<file path="config.mk">
export PLATFORM = sky130hd
export DESIGN_NAME = line_follower_steer_and_pwm_flat
export DESIGN_NICKNAME = d
export VERILOG_FILES = /design/src/hw/rtl/lfsp_pkg.sv /design/src/hw/rtl/lfsp_if.sv /design/src/hw/rtl/lfsp_core.sv /design/src/hw/rtl/lfsp_obuf.sv /design/src/hw/rtl/line_follower_steer_and_pwm.sv /design/src/flat_wrapper.sv
export SDC_FILE = /design/constraint.sdc
export NUM_CORES = 1
export LEC_CHECK = 0
export BUFFER_PORTS_ARGS = -buffer_cell sky130_fd_sc_hd__buf_4
export CORE_MARGIN = 10
export CORE_UTILIZATION = 56
export DETAILED_ROUTE_END_ITERATION = 8
export GPL_TIMING_DRIVEN = 0
export PLACE_DENSITY = 0.75
export SLEW_MARGIN = 30
export SYNTH_ARGS = -nofsm -noshare
export SYNTH_HDL_FRONTEND = slang
export SYNTH_HIERARCHICAL = 1
export SYNTH_SLANG_ARGS = --single-unit
</file>
<file path="constraint.sdc">
create_clock -name clk -period 8 [get_ports clk]
set_clock_uncertainty 0.2 [all_clocks]
set_input_delay 1.2 -clock clk [delete_from_list [all_inputs] [get_ports clk]]
set_output_delay 1.2 -clock clk [all_outputs]
set_load 0.02 [all_outputs]
</file>
<file path="src/hw/rtl/lfsp_pkg.sv">
// Package for the line follower steering and PWM block.
// Widths, register indexes, reset values, lookup tables and shared types.
// No dependencies.
package lfsp_pkg;

  // Field widths
  localparam int SENS_W   = 9;
  localparam int POS_W    = 4;
  localparam int WIDTH_W  = 6;
  localparam int DUTY_W   = 7;
  localparam int MCNT_W   = 8;
  localparam int SCNT_W   = 10;
  localparam int CFG_DW   = 10;
  localparam int CFG_AW   = 2;

  // Configuration register indexes
  localparam logic [CFG_AW-1:0] REG_SERVO_CENTER = 2'd0;
  localparam logic [CFG_AW-1:0] REG_RIGHT_DUTY   = 2'd1;
  localparam logic [CFG_AW-1:0] REG_MOTOR_PERIOD = 2'd2;
  localparam logic [CFG_AW-1:0] REG_SERVO_PERIOD = 2'd3;

  // Register reset values
  localparam logic [WIDTH_W-1:0] RST_SERVO_CENTER = 6'd16;
  localparam logic [MCNT_W-1:0]  RST_RIGHT_DUTY   = 8'd100;
  localparam logic [MCNT_W-1:0]  RST_MOTOR_PERIOD = 8'd100;
  localparam logic [SCNT_W-1:0]  RST_SERVO_PERIOD = 10'd300;

  // Depth of the result queue
  localparam int OBUF_DEPTH = 2;

  typedef struct packed {
    logic [WIDTH_W-1:0] servo_center;
    logic [MCNT_W-1:0]  right_duty;
    logic [MCNT_W-1:0]  motor_period;
    logic [SCNT_W-1:0]  servo_period;
  } cfg_t;

  typedef struct packed {
    logic               left_drive;
    logic               right_drive;
    logic               servo_pulse;
    logic [POS_W-1:0]   line_position;
    logic [WIDTH_W-1:0] servo_width;
    logic [DUTY_W-1:0]  left_duty;
  } result_t;

  // Single lit sensor or adjacent pair -> position 1..9, else 0
  function automatic logic [POS_W-1:0] decode_pos(input logic [SENS_W-1:0] s);
    logic [POS_W-1:0] p;
    case (s)
      9'h001:                 p = 4'd1;
      9'h002, 9'h003:         p = 4'd2;
      9'h004, 9'h006:         p = 4'd3;
      9'h008, 9'h00C:         p = 4'd4;
      9'h010, 9'h018, 9'h030: p = 4'd5;
      9'h020, 9'h060:         p = 4'd6;
      9'h040, 9'h0C0:         p = 4'd7;
      9'h080, 9'h180:         p = 4'd8;
      9'h100:                 p = 4'd9;
      default:                p = 4'd0;
    endcase
    return p;
  endfunction

  // Left motor duty by position
  function automatic logic [DUTY_W-1:0] duty_lut(input logic [POS_W-1:0] p);
    logic [DUTY_W-1:0] d;
    case (p)
      4'd2:    d = 7'd60;
      4'd3:    d = 7'd40;
      4'd5:    d = 7'd85;
      4'd7:    d = 7'd35;
      4'd8:    d = 7'd45;
      4'd9:    d = 7'd55;
      default: d = 7'd50;
    endcase
    return d;
  endfunction

  // Servo offset around center by position
  function automatic logic signed [3:0] offset_lut(input logic [POS_W-1:0] p);
    logic signed [3:0] o;
    case (p)
      4'd1, 4'd2: o = -4'sd5;
      4'd3:       o = -4'sd3;
      4'd4:       o = -4'sd2;
      4'd6:       o = 4'sd1;
      4'd7:       o = 4'sd2;
      4'd8:       o = 4'sd3;
      4'd9:       o = 4'sd4;
      default:    o = 4'sd0;
    endcase
    return o;
  endfunction

endpackage

</file>
<file path="src/hw/rtl/lfsp_if.sv">
// Valid/ready channel interfaces for sensor items and result items.
// Depends on lfsp_pkg.
interface lfsp_in_if import lfsp_pkg::*; ();
  logic              valid;
  logic              ready;
  logic [SENS_W-1:0] sensors;
  logic              motor_tick;
  logic              servo_tick;

  modport source (output valid, sensors, motor_tick, servo_tick, input ready);
  modport sink   (input valid, sensors, motor_tick, servo_tick, output ready);
endinterface

interface lfsp_out_if import lfsp_pkg::*; ();
  logic               valid;
  logic               ready;
  logic               left_drive;
  logic               right_drive;
  logic               servo_pulse;
  logic [POS_W-1:0]   line_position;
  logic [WIDTH_W-1:0] servo_width;
  logic [DUTY_W-1:0]  left_duty;

  modport source (output valid, left_drive, right_drive, servo_pulse, line_position,
                  servo_width, left_duty, input ready);
  modport sink   (input valid, left_drive, right_drive, servo_pulse, line_position,
                  servo_width, left_duty, output ready);
endinterface

</file>
<file path="src/hw/rtl/lfsp_core.sv">
// Position decode, steering/duty lookup and PWM counters for one item.
// Updates held state on each accepted transaction. Depends on lfsp_pkg.
module lfsp_core import lfsp_pkg::*; (
  input  logic              clk,
  input  logic              rst_n,
  input  logic              acc,
  input  logic [SENS_W-1:0] sensors,
  input  logic              motor_tick,
  input  logic              servo_tick,
  input  cfg_t              cfg,
  output result_t           res
);

  logic [POS_W-1:0]  held_pos_r, held_pos_nxt;
  logic [MCNT_W-1:0] mcnt_r, mcnt_nxt, mcnt_inc;
  logic [SCNT_W-1:0] scnt_r, scnt_nxt, scnt_inc;
  logic              left_r, left_nxt;
  logic              right_r, right_nxt;
  logic              spulse_r, spulse_nxt;
  logic [POS_W-1:0]  pos;
  logic signed [7:0] width_raw;
  logic [WIDTH_W-1:0] width;
  logic [DUTY_W-1:0] lduty;

  // Position hold: unrecognized patterns keep the last one
  assign pos          = decode_pos(sensors);
  assign held_pos_nxt = (pos != '0) ? pos : held_pos_r;

  // Steering width with saturation, and left duty
  assign width_raw = $signed({2'b00, cfg.servo_center}) + 8'(offset_lut(held_pos_nxt));
  assign lduty     = duty_lut(held_pos_nxt);
  always_comb begin
    if (width_raw < 0) begin
      width = '0;
    end else if (width_raw > 8'sd63) begin
      width = '1;
    end else begin
      width = width_raw[WIDTH_W-1:0];
    end
  end

  // Motor counter and levels
  always_comb begin
    mcnt_inc  = mcnt_r + 1'b1;
    mcnt_nxt  = mcnt_r;
    left_nxt  = left_r;
    right_nxt = right_r;
    if (motor_tick) begin
      mcnt_nxt  = (mcnt_inc == cfg.motor_period) ? '0 : mcnt_inc;
      left_nxt  = (mcnt_nxt <= {1'b0, lduty});
      right_nxt = (mcnt_nxt <= cfg.right_duty);
    end
  end

  // Servo counter and pulse level
  always_comb begin
    scnt_inc   = scnt_r + 1'b1;
    scnt_nxt   = scnt_r;
    spulse_nxt = spulse_r;
    if (servo_tick) begin
      scnt_nxt   = (scnt_inc == cfg.servo_period) ? '0 : scnt_inc;
      spulse_nxt = (scnt_nxt < {4'b0000, width});
    end
  end

  always_ff @(posedge clk) begin
    if (!rst_n) begin
      held_pos_r <= '0;
      mcnt_r     <= '0;
      scnt_r     <= '0;
      left_r     <= 1'b0;
      right_r    <= 1'b0;
      spulse_r   <= 1'b0;
    end else if (acc) begin
      held_pos_r <= held_pos_nxt;
      mcnt_r     <= mcnt_nxt;
      scnt_r     <= scnt_nxt;
      left_r     <= left_nxt;
      right_r    <= right_nxt;
      spulse_r   <= spulse_nxt;
    end
  end

  // Result for the transaction being accepted
  always_comb begin
    res.left_drive    = left_nxt;
    res.right_drive   = right_nxt;
    res.servo_pulse   = spulse_nxt;
    res.line_position = held_pos_nxt;
    res.servo_width   = width;
    res.left_duty     = lduty;
  end

endmodule

</file>
<file path="src/hw/rtl/lfsp_obuf.sv">
// Small result queue that decouples the input and result handshakes.
// Depends on lfsp_pkg.
module lfsp_obuf import lfsp_pkg::*; #(
  parameter int DEPTH = OBUF_DEPTH
) (
  input  logic    clk,
  input  logic    rst_n,
  input  logic    wr_en,
  input  result_t wr_data,
  output logic    full,
  output logic    rd_valid,
  input  logic    rd_en,
  output result_t rd_data
);

  localparam int PW = (DEPTH > 1) ? $clog2(DEPTH) : 1;

  result_t            slot_r [DEPTH];
  logic [PW-1:0]      wptr_r, rptr_r;
  logic [$clog2(DEPTH+1)-1:0] cnt_r;

  function automatic logic [PW-1:0] ptr_inc(input logic [PW-1:0] p);
    return (p == PW'(DEPTH - 1)) ? '0 : p + 1'b1;
  endfunction

  assign full     = (cnt_r == ($bits(cnt_r))'(DEPTH));
  assign rd_valid = (cnt_r != '0);
  assign rd_data  = slot_r[rptr_r];

  // Storage
  always_ff @(posedge clk) begin
    if (wr_en) begin
      slot_r[wptr_r] <= wr_data;
    end
  end

  // Pointers and fill count
  always_ff @(posedge clk) begin
    if (!rst_n) begin
      wptr_r <= '0;
      rptr_r <= '0;
      cnt_r  <= '0;
    end else begin
      if (wr_en) begin
        wptr_r <= ptr_inc(wptr_r);
      end
      if (rd_en) begin
        rptr_r <= ptr_inc(rptr_r);
      end
      case ({wr_en, rd_en})
        2'b10:   cnt_r <= cnt_r + 1'b1;
        2'b01:   cnt_r <= cnt_r - 1'b1;
        default: cnt_r <= cnt_r;
      endcase
    end
  end

endmodule

</file>
<file path="src/hw/rtl/line_follower_steer_and_pwm.sv">
// Line follower steering and motor/servo PWM, top level.
// Results are offered from a two-entry result queue, not straight from the core.
// Throughput: one transaction per cycle while the queue is not full; it keeps input
// open while one result waits. All per-item work is one combinational pass.
// Reset: synchronous, active low; clears held position, counters, levels,
// the result queue and loads the register reset values.
module line_follower_steer_and_pwm import lfsp_pkg::*; (
  input  logic              clk,
  input  logic              rst_n,
  lfsp_in_if.sink           in_ch,
  lfsp_out_if.source        out_ch,
  input  logic              cfg_we,
  input  logic [CFG_AW-1:0] cfg_index,
  input  logic [CFG_DW-1:0] cfg_data
);

  cfg_t    cfg_r;
  result_t res;
  result_t q_data;
  logic    acc;
  logic    q_full;
  logic    q_valid;

  // Configuration registers
  always_ff @(posedge clk) begin
    if (!rst_n) begin
      cfg_r.servo_center <= RST_SERVO_CENTER;
      cfg_r.right_duty   <= RST_RIGHT_DUTY;
      cfg_r.motor_period <= RST_MOTOR_PERIOD;
      cfg_r.servo_period <= RST_SERVO_PERIOD;
    end else if (cfg_we) begin
      case (cfg_index)
        REG_SERVO_CENTER: cfg_r.servo_center <= cfg_data[WIDTH_W-1:0];
        REG_RIGHT_DUTY:   cfg_r.right_duty   <= cfg_data[MCNT_W-1:0];
        REG_MOTOR_PERIOD: cfg_r.motor_period <= cfg_data[MCNT_W-1:0];
        REG_SERVO_PERIOD: cfg_r.servo_period <= cfg_data[SCNT_W-1:0];
        default:          cfg_r <= cfg_r;
      endcase
    end
  end

  assign in_ch.ready = !q_full;
  assign acc         = in_ch.valid && !q_full;

  lfsp_core u_core (
    .clk        (clk),
    .rst_n      (rst_n),
    .acc        (acc),
    .sensors    (in_ch.sensors),
    .motor_tick (in_ch.motor_tick),
    .servo_tick (in_ch.servo_tick),
    .cfg        (cfg_r),
    .res        (res)
  );

  lfsp_obuf #(.DEPTH(OBUF_DEPTH)) u_obuf (
    .clk      (clk),
    .rst_n    (rst_n),
    .wr_en    (acc),
    .wr_data  (res),
    .full     (q_full),
    .rd_valid (q_valid),
    .rd_en    (q_valid && out_ch.ready),
    .rd_data  (q_data)
  );

  // Result channel
  assign out_ch.valid         = q_valid;
  assign out_ch.left_drive    = q_data.left_drive;
  assign out_ch.right_drive   = q_data.right_drive;
  assign out_ch.servo_pulse   = q_data.servo_pulse;
  assign out_ch.line_position = q_data.line_position;
  assign out_ch.servo_width   = q_data.servo_width;
  assign out_ch.left_duty     = q_data.left_duty;

endmodule

</file>
<file path="src/flat_wrapper.sv">
// flat-port wrapper written by rule: the top's interface ports become plain ports
module line_follower_steer_and_pwm_flat import lfsp_pkg::*;
  (clk, rst_n, cfg_we, cfg_index, cfg_data, in_ch_valid, in_ch_sensors, in_ch_motor_tick, in_ch_servo_tick, in_ch_ready, out_ch_valid, out_ch_left_drive, out_ch_right_drive, out_ch_servo_pulse, out_ch_line_position, out_ch_servo_width, out_ch_left_duty, out_ch_ready);
  lfsp_in_if in_ch_i ();
  lfsp_out_if out_ch_i ();
  input  logic clk;
  input  logic rst_n;
  input  logic cfg_we;
  input  logic [CFG_AW-1:0] cfg_index;
  input  logic [CFG_DW-1:0] cfg_data;
  input wire logic [$bits(in_ch_i.valid)-1:0] in_ch_valid;
  input wire logic [$bits(in_ch_i.sensors)-1:0] in_ch_sensors;
  input wire logic [$bits(in_ch_i.motor_tick)-1:0] in_ch_motor_tick;
  input wire logic [$bits(in_ch_i.servo_tick)-1:0] in_ch_servo_tick;
  output wire logic [$bits(in_ch_i.ready)-1:0] in_ch_ready;
  output wire logic [$bits(out_ch_i.valid)-1:0] out_ch_valid;
  output wire logic [$bits(out_ch_i.left_drive)-1:0] out_ch_left_drive;
  output wire logic [$bits(out_ch_i.right_drive)-1:0] out_ch_right_drive;
  output wire logic [$bits(out_ch_i.servo_pulse)-1:0] out_ch_servo_pulse;
  output wire logic [$bits(out_ch_i.line_position)-1:0] out_ch_line_position;
  output wire logic [$bits(out_ch_i.servo_width)-1:0] out_ch_servo_width;
  output wire logic [$bits(out_ch_i.left_duty)-1:0] out_ch_left_duty;
  input wire logic [$bits(out_ch_i.ready)-1:0] out_ch_ready;
  assign in_ch_i.valid = in_ch_valid;
  assign in_ch_i.sensors = in_ch_sensors;
  assign in_ch_i.motor_tick = in_ch_motor_tick;
  assign in_ch_i.servo_tick = in_ch_servo_tick;
  assign in_ch_ready = in_ch_i.ready;
  assign out_ch_valid = out_ch_i.valid;
  assign out_ch_left_drive = out_ch_i.left_drive;
  assign out_ch_right_drive = out_ch_i.right_drive;
  assign out_ch_servo_pulse = out_ch_i.servo_pulse;
  assign out_ch_line_position = out_ch_i.line_position;
  assign out_ch_servo_width = out_ch_i.servo_width;
  assign out_ch_left_duty = out_ch_i.left_duty;
  assign out_ch_i.ready = out_ch_ready;
  line_follower_steer_and_pwm u_core (.clk(clk), .rst_n(rst_n), .in_ch(in_ch_i), .out_ch(out_ch_i), .cfg_we(cfg_we), .cfg_index(cfg_index), .cfg_data(cfg_data));
endmodule
</file>
==> results.cfg, run 1 <==
[status]
outcome = finished, final reports clean

[yosys]
synth_seq_cells = 102
ys.flop_type = dfxtp_1
synth_area_per_cell_um2 = 9.418
yosysSeqAreaShare_pct = 39.96
netlist_area_um2 = 6112
yosys_warnings = 6
synth_edf_count = 40
synthTopCellsByCount = 83 x nand2_1, 62 x dfxtp_1, 40 x edfxtp_1
synth_top_area_share_pct = 20.31
syn_nets = 709
ys_top_cells_by_area = dfxtp_1 20%, edfxtp_1 20%, ha_1 6.3%, mux2i_1 5.6%, nand2_1 5.1%
yosysTopAreaCell = dfxtp_1
synth.most_common_cell = nand2_1
ys_async_sr_fraction_pct = 0
synth_cell_types = 74
synth_cells = 649

[detailed_routing]
totalWireLength_um = 13750
dr.pass1.iters = 6
drt_iter0_markers = 339
wl_per_cell_um = 16.16
drc_errors = 0
vias_per_cell = 5.757
route.vias.total = 4899
drtAntennaViolNets = 0

[global_routing]
grtUsageTotal_pct = 17.21
grt_pass1_wl_um = 22760
grt_pass1_vias = 4796
gr-total-overflow = 0
grt_max_degree = 22
antenna_found_initial = 0

[clocking]
cts_max_path_buffers = 2
clock-sinks = 102
cts_setup_buffers = 0
cts.htree.levels = 3
worstSkewPairLatency_ps = 380
cts_made_buffers = 9
cts_tree = yes
cts_resized = 0
cts-hold-fix-buffers = 0
root_buffer = clkbuf_8
clk_pin_slew_ps = 100

[critical_path]
rrSetupSlack_ps = 2670
crit_path_start = in_ch_sensors[6]
crit_path_max_fanout = 6
r2r_cells = 23
cp_data_arrival_time_ps = 7090
reg2reg_to = u_core/u_obuf/slot_r[0][17]
crit_type = primary input to flop
crit_path_end = u_core/u_obuf/slot_r[0][17]
cp.required_ps = 7940
critPathCaptureType = flop
critPathLaunchType = primary input
rr_startpoint = u_core/u_core/held_pos_r[0]

[sta]
worstMarginPinSlew_ps = 929.8
grt_setup_unrepaired = no
relSlewSlack_pct = 38.01
fin_tns_setup_ps = 0
hold_viol = 0
setup_ws_ps = 851.4
finalMaxSlewViolations = 0
min_period_ps = 7149
max_freq_mhz = 139.9
finalCritPeriodShare_pct = 89.36
setup_viol = 0

[floorplan]
placementRows = 38
dieArea_um2 = 15490
io_pins = 50
die_x_um = 124.5
core_um2 = 10750
fp.dieH_um = 124.5
start_util_pct = 56.88

[place]
gp_congestion = 0.9097
dpl.hpwl_um = 10550
dp_slack_ps = 572.5
port-buffer-count = 46

[power_and_ir_drop]
total_power_mw = 1.595
total_leakage_power_nw = 2.882
ir_drop_uv = 166.2
power_density_nw_per_um2 = 231.9

[finish]
antennaDiodeCount = 0
fin_nets = 766
drive_gt1_share_pct = 16.46
area_delta_synth_final_pct = 12.53

[job]
drv_cap = 0

[worst_hold_path]
hp-class = flop to flop
-- routing by layer --
layer	GRT usage, %	part of all wire [%]	vias to the layer above
met5	0	0	-
met4	6.032	2.2	0
met3	3.191	4.0	21
met2	28.38	48	131
met1	21.98	46	2328
li1	-	-	2419
-- worst min path at each step --
stage | from | endpoint | slack [ps] | depth (start not counted)
after floorplan | u_core/cfg_r[29] | u_core/cfg_r[29] | 230 | 2
after global placement | u_core/cfg_r[29] | u_core/cfg_r[29] | 250 | 2
after detailed placement | u_core/cfg_r[21] | u_core/cfg_r[21] | 250 | 2
after CTS | u_core/cfg_r[21] | u_core/cfg_r[21] | 270 | 2
after global routing | u_core/cfg_r[21] | u_core/cfg_r[21] | 300 | 2
final | u_core/cfg_r[21] | u_core/cfg_r[21] | 270 | 2
-- sequential cells by signal, summed over array words and instances, names as in the netlist, named ones only --
register / flops
u_core/u_core/left_r: 1
u_core/u_obuf/cnt_r: 2
u_core/u_core/spulse_r: 1
u_core/u_obuf/rptr_r: 1
u_core/cfg_r: 32
u_core/u_core/mcnt_r: 8
u_core/u_core/scnt_r: 10
u_core/u_core/held_pos_r: 4
u_core/u_obuf/slot_r: 40
u_core/u_core/right_r: 1
u_core/u_obuf/wptr_r: 1
-- worst max-delay path, stage by stage --
cell	delay [ps]
buf_4	130
or4_1	580
or3_1	360
o21ai_1	300
inv_1	70
a31oi_1	440
ha_1	330
nand2_1	110
o21ai_0	90
a22o_1	160
ha_1	160
inv_1	50
fa_1	390
inv_1	90
a21oi_1	130
or3_1	380
mux2i_1	300
o21ai_0	260
ha_1	340
nand4_1	80
inv_1	70
o21ai_0	200
o22ai_1	270
a21oi_1	170
a21oi_1	190
nand2_1	90
buf_4	140
-- final cells by class --
cell class              count  area [um2]
plain buffers              35       176.4
clock buffers              10       148.9
clock inverters             6       88.84
fillers                   884        3867
inverters                  35       131.4
multi-input cells         477        3369
flip-flops and latches    102        2442
well taps                 140       175.2
repair buffers             46       345.3
-- per-stage QoR --
stage               utilization [%]  cell area (um2)  instances  hold WS (ps)
finish                        64.01             6878        851         270.1
global route                  64.01             6878        851         297.7
CTS                           64.01             6878        851         271.6
detailed placement            61.80             6640        835         251.7
global placement              61.73             6633        835         247.1
floorplan                         -             6112        649         231.4
-- where the power goes --
group	switching (mW)	total (mW)	internal (mW)	leakage (nW)
clock network	0.184	0.380	0.196	0.116
registers	0.0264	0.649	0.623	0.875
logic	0.320	0.566	0.246	1.89
-- placed cells by master (no fill, tap or decap), types with 6 or more instances in the layout --
cell type and instances:
nand2_1 83, dfxtp_1 62, buf_4 50, edfxtp_1 40, mux2i_1 34, inv_1 32
ha_1 31, nor2b_1 29, nor2_1 23, a21oi_1 23, mux2_2 22, xor2_1 19
nand3_1 18, o21ai_0 18, and2_1 17, xnor2_1 15, clkbuf_1 14, nand4_1 14
a21boi_0 14, buf_2 12, nor3_1 11, clkbuf_8 9, or3_1 9, a21o_1 6
-- kinds of logic (layout without fill, tap and decap cells) --
kind of cell             after synthesis  after routing  share of synthesized area, %
AND/OR/NAND/NOR                      238            238                         20.25
AO/OA/AOI/OAI                        117            117                         13.59
flip-flops                           102            102                         39.96
buffers and inverters                 70            132                         5.036
multiplexers                          56             56                         9.621
XOR/XNOR                              34             34                         4.872
adder cells (fa/ha/maj)               32             32                         6.673
(Power assumes the default switching activity.)
==> inputs of run 2 (changes only) <==
--- a/config.mk
+++ b/config.mk
@@ -6,7 +6,7 @@
 export NUM_CORES = 1
 export LEC_CHECK = 0
 export BUFFER_PORTS_ARGS = -buffer_cell sky130_fd_sc_hd__buf_4
-export CORE_MARGIN = 10
+export CORE_MARGIN = 1
 export CORE_UTILIZATION = 56
 export DETAILED_ROUTE_END_ITERATION = 8
 export GPL_TIMING_DRIVEN = 0
==> constraint.sdc (replaced) <==
create_clock -name clk -period 8 [get_ports clk]
set_clock_uncertainty 0.2 [all_clocks]
set_input_delay 1.2 -clock clk [delete_from_list [all_inputs] [get_ports clk]]
set_output_delay 1.2 -clock clk [all_outputs]
set_load 0.01 [all_outputs]
==> run 2 against run 1 <==
Compared with the run above: via count is 0.84% higher; global-route usage rose by 7.0 points; utilization is 1.1 points higher; flip-flop and latch count unchanged; clock power decreased by 23%; clock-buffer cell count is 1 lower; sequential share of layout area up 0.35 points; hold slack worse by 5.1 ps; die area shrank 27%; critical path depth unchanged; register-to-register slack better by 50 ps; combinational power down 7.1%; critical endpoint is now u_core/u_obuf/slot_r[1][17]; highest routed layer unchanged.
==> results.cfg, run 2 (synthesized netlist as in run 1, its figures left out) <==
[critical_path]
cp_slowest_cell = or4_1
cp_slowest_stage_delay_ps = 550
critPathBufInv = 6
cp.required_ps = 7930
crit_family = compound AO/OA/AOI/OAI gates
worst-path-stages = 27
r2r_cells = 23
cp_data_arrival_time_ps = 7120
reg2reg_to = u_core/u_obuf/slot_r[1][17]
crit_path_max_fanout = 6
rrSetupSlack_ps = 2720
crit_type = primary input to flop
crit_path_end = u_core/u_obuf/slot_r[1][17]
rr_startpoint = u_core/u_core/held_pos_r[0]
critPathCaptureType = flop
critPathLaunchType = primary input
crit_path_start = in_ch_sensors[6]
crit_path_frequent_cell = inv_1

[finish]
drive_gt1_share_pct = 16.60
layout_commonest_cell = nand2_1
fin_nets = 766
antennaDiodeCount = 0
area_delta_synth_final_pct = 11.42
reg.largest.list = u_core/u_obuf/slot_r x40, u_core/cfg_r x32, u_core/u_core/scnt_r x10
fin_cells = 847
regMostFlops = u_core/u_obuf/slot_r
largest_reg_flops = 40
fin_util_pct = 65.09
most-common-layout-cells = 83 x nand2_1, 62 x dfxtp_1, 50 x buf_4

[worst_hold_path]
hp-class = flop to flop

[clocking]
cts_made_buffers = 9
cts_tree = yes
cts_resized = 0
cts_setup_buffers = 0
cts.htree.levels = 3
cts_max_path_buffers = 2
worstSkewPairLatency_ps = 380
clock-sinks = 102
root_buffer = clkbuf_8
cts-hold-fix-buffers = 0
clk_pin_slew_ps = 90

[sta]
relSlewSlack_pct = 58.57
worstMarginPinSlew_ps = 621.5
setup_viol = 0
holdWs_ps = 265.0
hold_viol = 0
finalCritPeriodShare_pct = 89.84
min_period_ps = 7187
max_freq_mhz = 139.1
finalMaxSlewViolations = 0
grt_setup_unrepaired = no
fin_tns_setup_ps = 0
setup_ws_ps = 812.8

[place]
gp_congestion = 0.9460
place_inst = 831
dp_slack_ps = 546.9
dpl.hpwl_um = 10100
port-buffer-count = 46

[floorplan]
placementRows = 37
dieArea_um2 = 11340
io_pins = 50
core_um2 = 10460
fp.dieH_um = 106.5
die_x_um = 106.5
start_util_pct = 58.42

[detailed_routing]
wl_per_cell_um = 15.61
vias_per_cell = 5.832
drc_errors = 0
drt_iter0_markers = 278
route.vias.total = 4940
totalWireLength_um = 13220
drtAntennaViolNets = 0
dr.pass1.iters = 5

[global_routing]
gr-total-overflow = 0
grt_max_degree = 22
grt_pass1_vias = 4724
grtUsageTotal_pct = 24.25
grt_pass1_wl_um = 22020
antenna_found_initial = 0

[job]
drv_cap = 0

[power_and_ir_drop]
total_leakage_power_nw = 2.846
ir_drop_uv = 110.5
power_density_nw_per_um2 = 215.3

[status]
outcome = finished, final reports clean
-- run 2: changes by cell type in the layout (fill, tap and decap cells not counted), sizes merged --
cell	change
inv	-1
clkbuf	-1
clkinv	+2
clkinvlp	+2
bufinv	-2
-- run 2: cell type report --
type,count,area [um2]
repair buffers,46,345.3
fillers,853,3652
well taps,136,170.2
flip-flops and latches,102,2442
multi-input cells,477,3371
clock inverters,7,50.05
inverters,35,131.4
plain buffers,35,176.4
clock buffers,9,123.9
-- run 2: worst min path at each step --
stage / startpoint / end / slack, ps / depth (start not counted)
after floorplan: u_core/cfg_r[29] / u_core/cfg_r[29] / 230 / 2
after global placement: u_core/cfg_r[19] / u_core/cfg_r[19] / 250 / 2
after detailed placement: u_core/cfg_r[19] / u_core/cfg_r[19] / 250 / 2
after CTS: u_core/cfg_r[19] / u_core/cfg_r[19] / 270 / 2
after global routing: u_core/cfg_r[29] / u_core/cfg_r[29] / 300 / 2
final: u_core/cfg_r[19] / u_core/cfg_r[19] / 270 / 2
-- run 2: where the power goes --
group | switching (mW) | total (mW) | internal [mW]
Combinational | 0.283 | 0.526 | 0.244
Sequential | 0.0248 | 0.647 | 0.622
Clock | 0.180 | 0.293 | 0.113
-- run 2: layer usage --
metal	part of all wire [%]	track usage [%]
met5	0	0
met4	1.4	7.436
met3	4.7	3.617
met2	48	42.07
met1	46	31.08
-- run 2: worst reg2reg max path, stage by stage (launching register included) --
cell     delay, ps
dfxtp_1        320
nand2_1         50
nor2_1          50
a21oi_1        400
inv_1          160
ha_1           320
o21ai_0        170
a22o_1         190
inv_1           60
fa_1           420
inv_1          100
a21oi_1        150
or3_1          390
mux2i_1        290
o21ai_0        250
ha_1           340
nand4_1         80
inv_1           70
o21ai_0        190
o22ai_1        260
a21oi_1        160
a21oi_1        200
nand2_1         90
buf_4          140
-- run 2: per-stage QoR --
stage	total power, mW	instance area, um2
3_3_place_gp	1.159	6628
4_1_cts	1.471	6809
5_1_grt	1.547	6810
2_1_floorplan	1.009	6112
6_report	1.467	6810
3_5_place_dp	1.182	6635
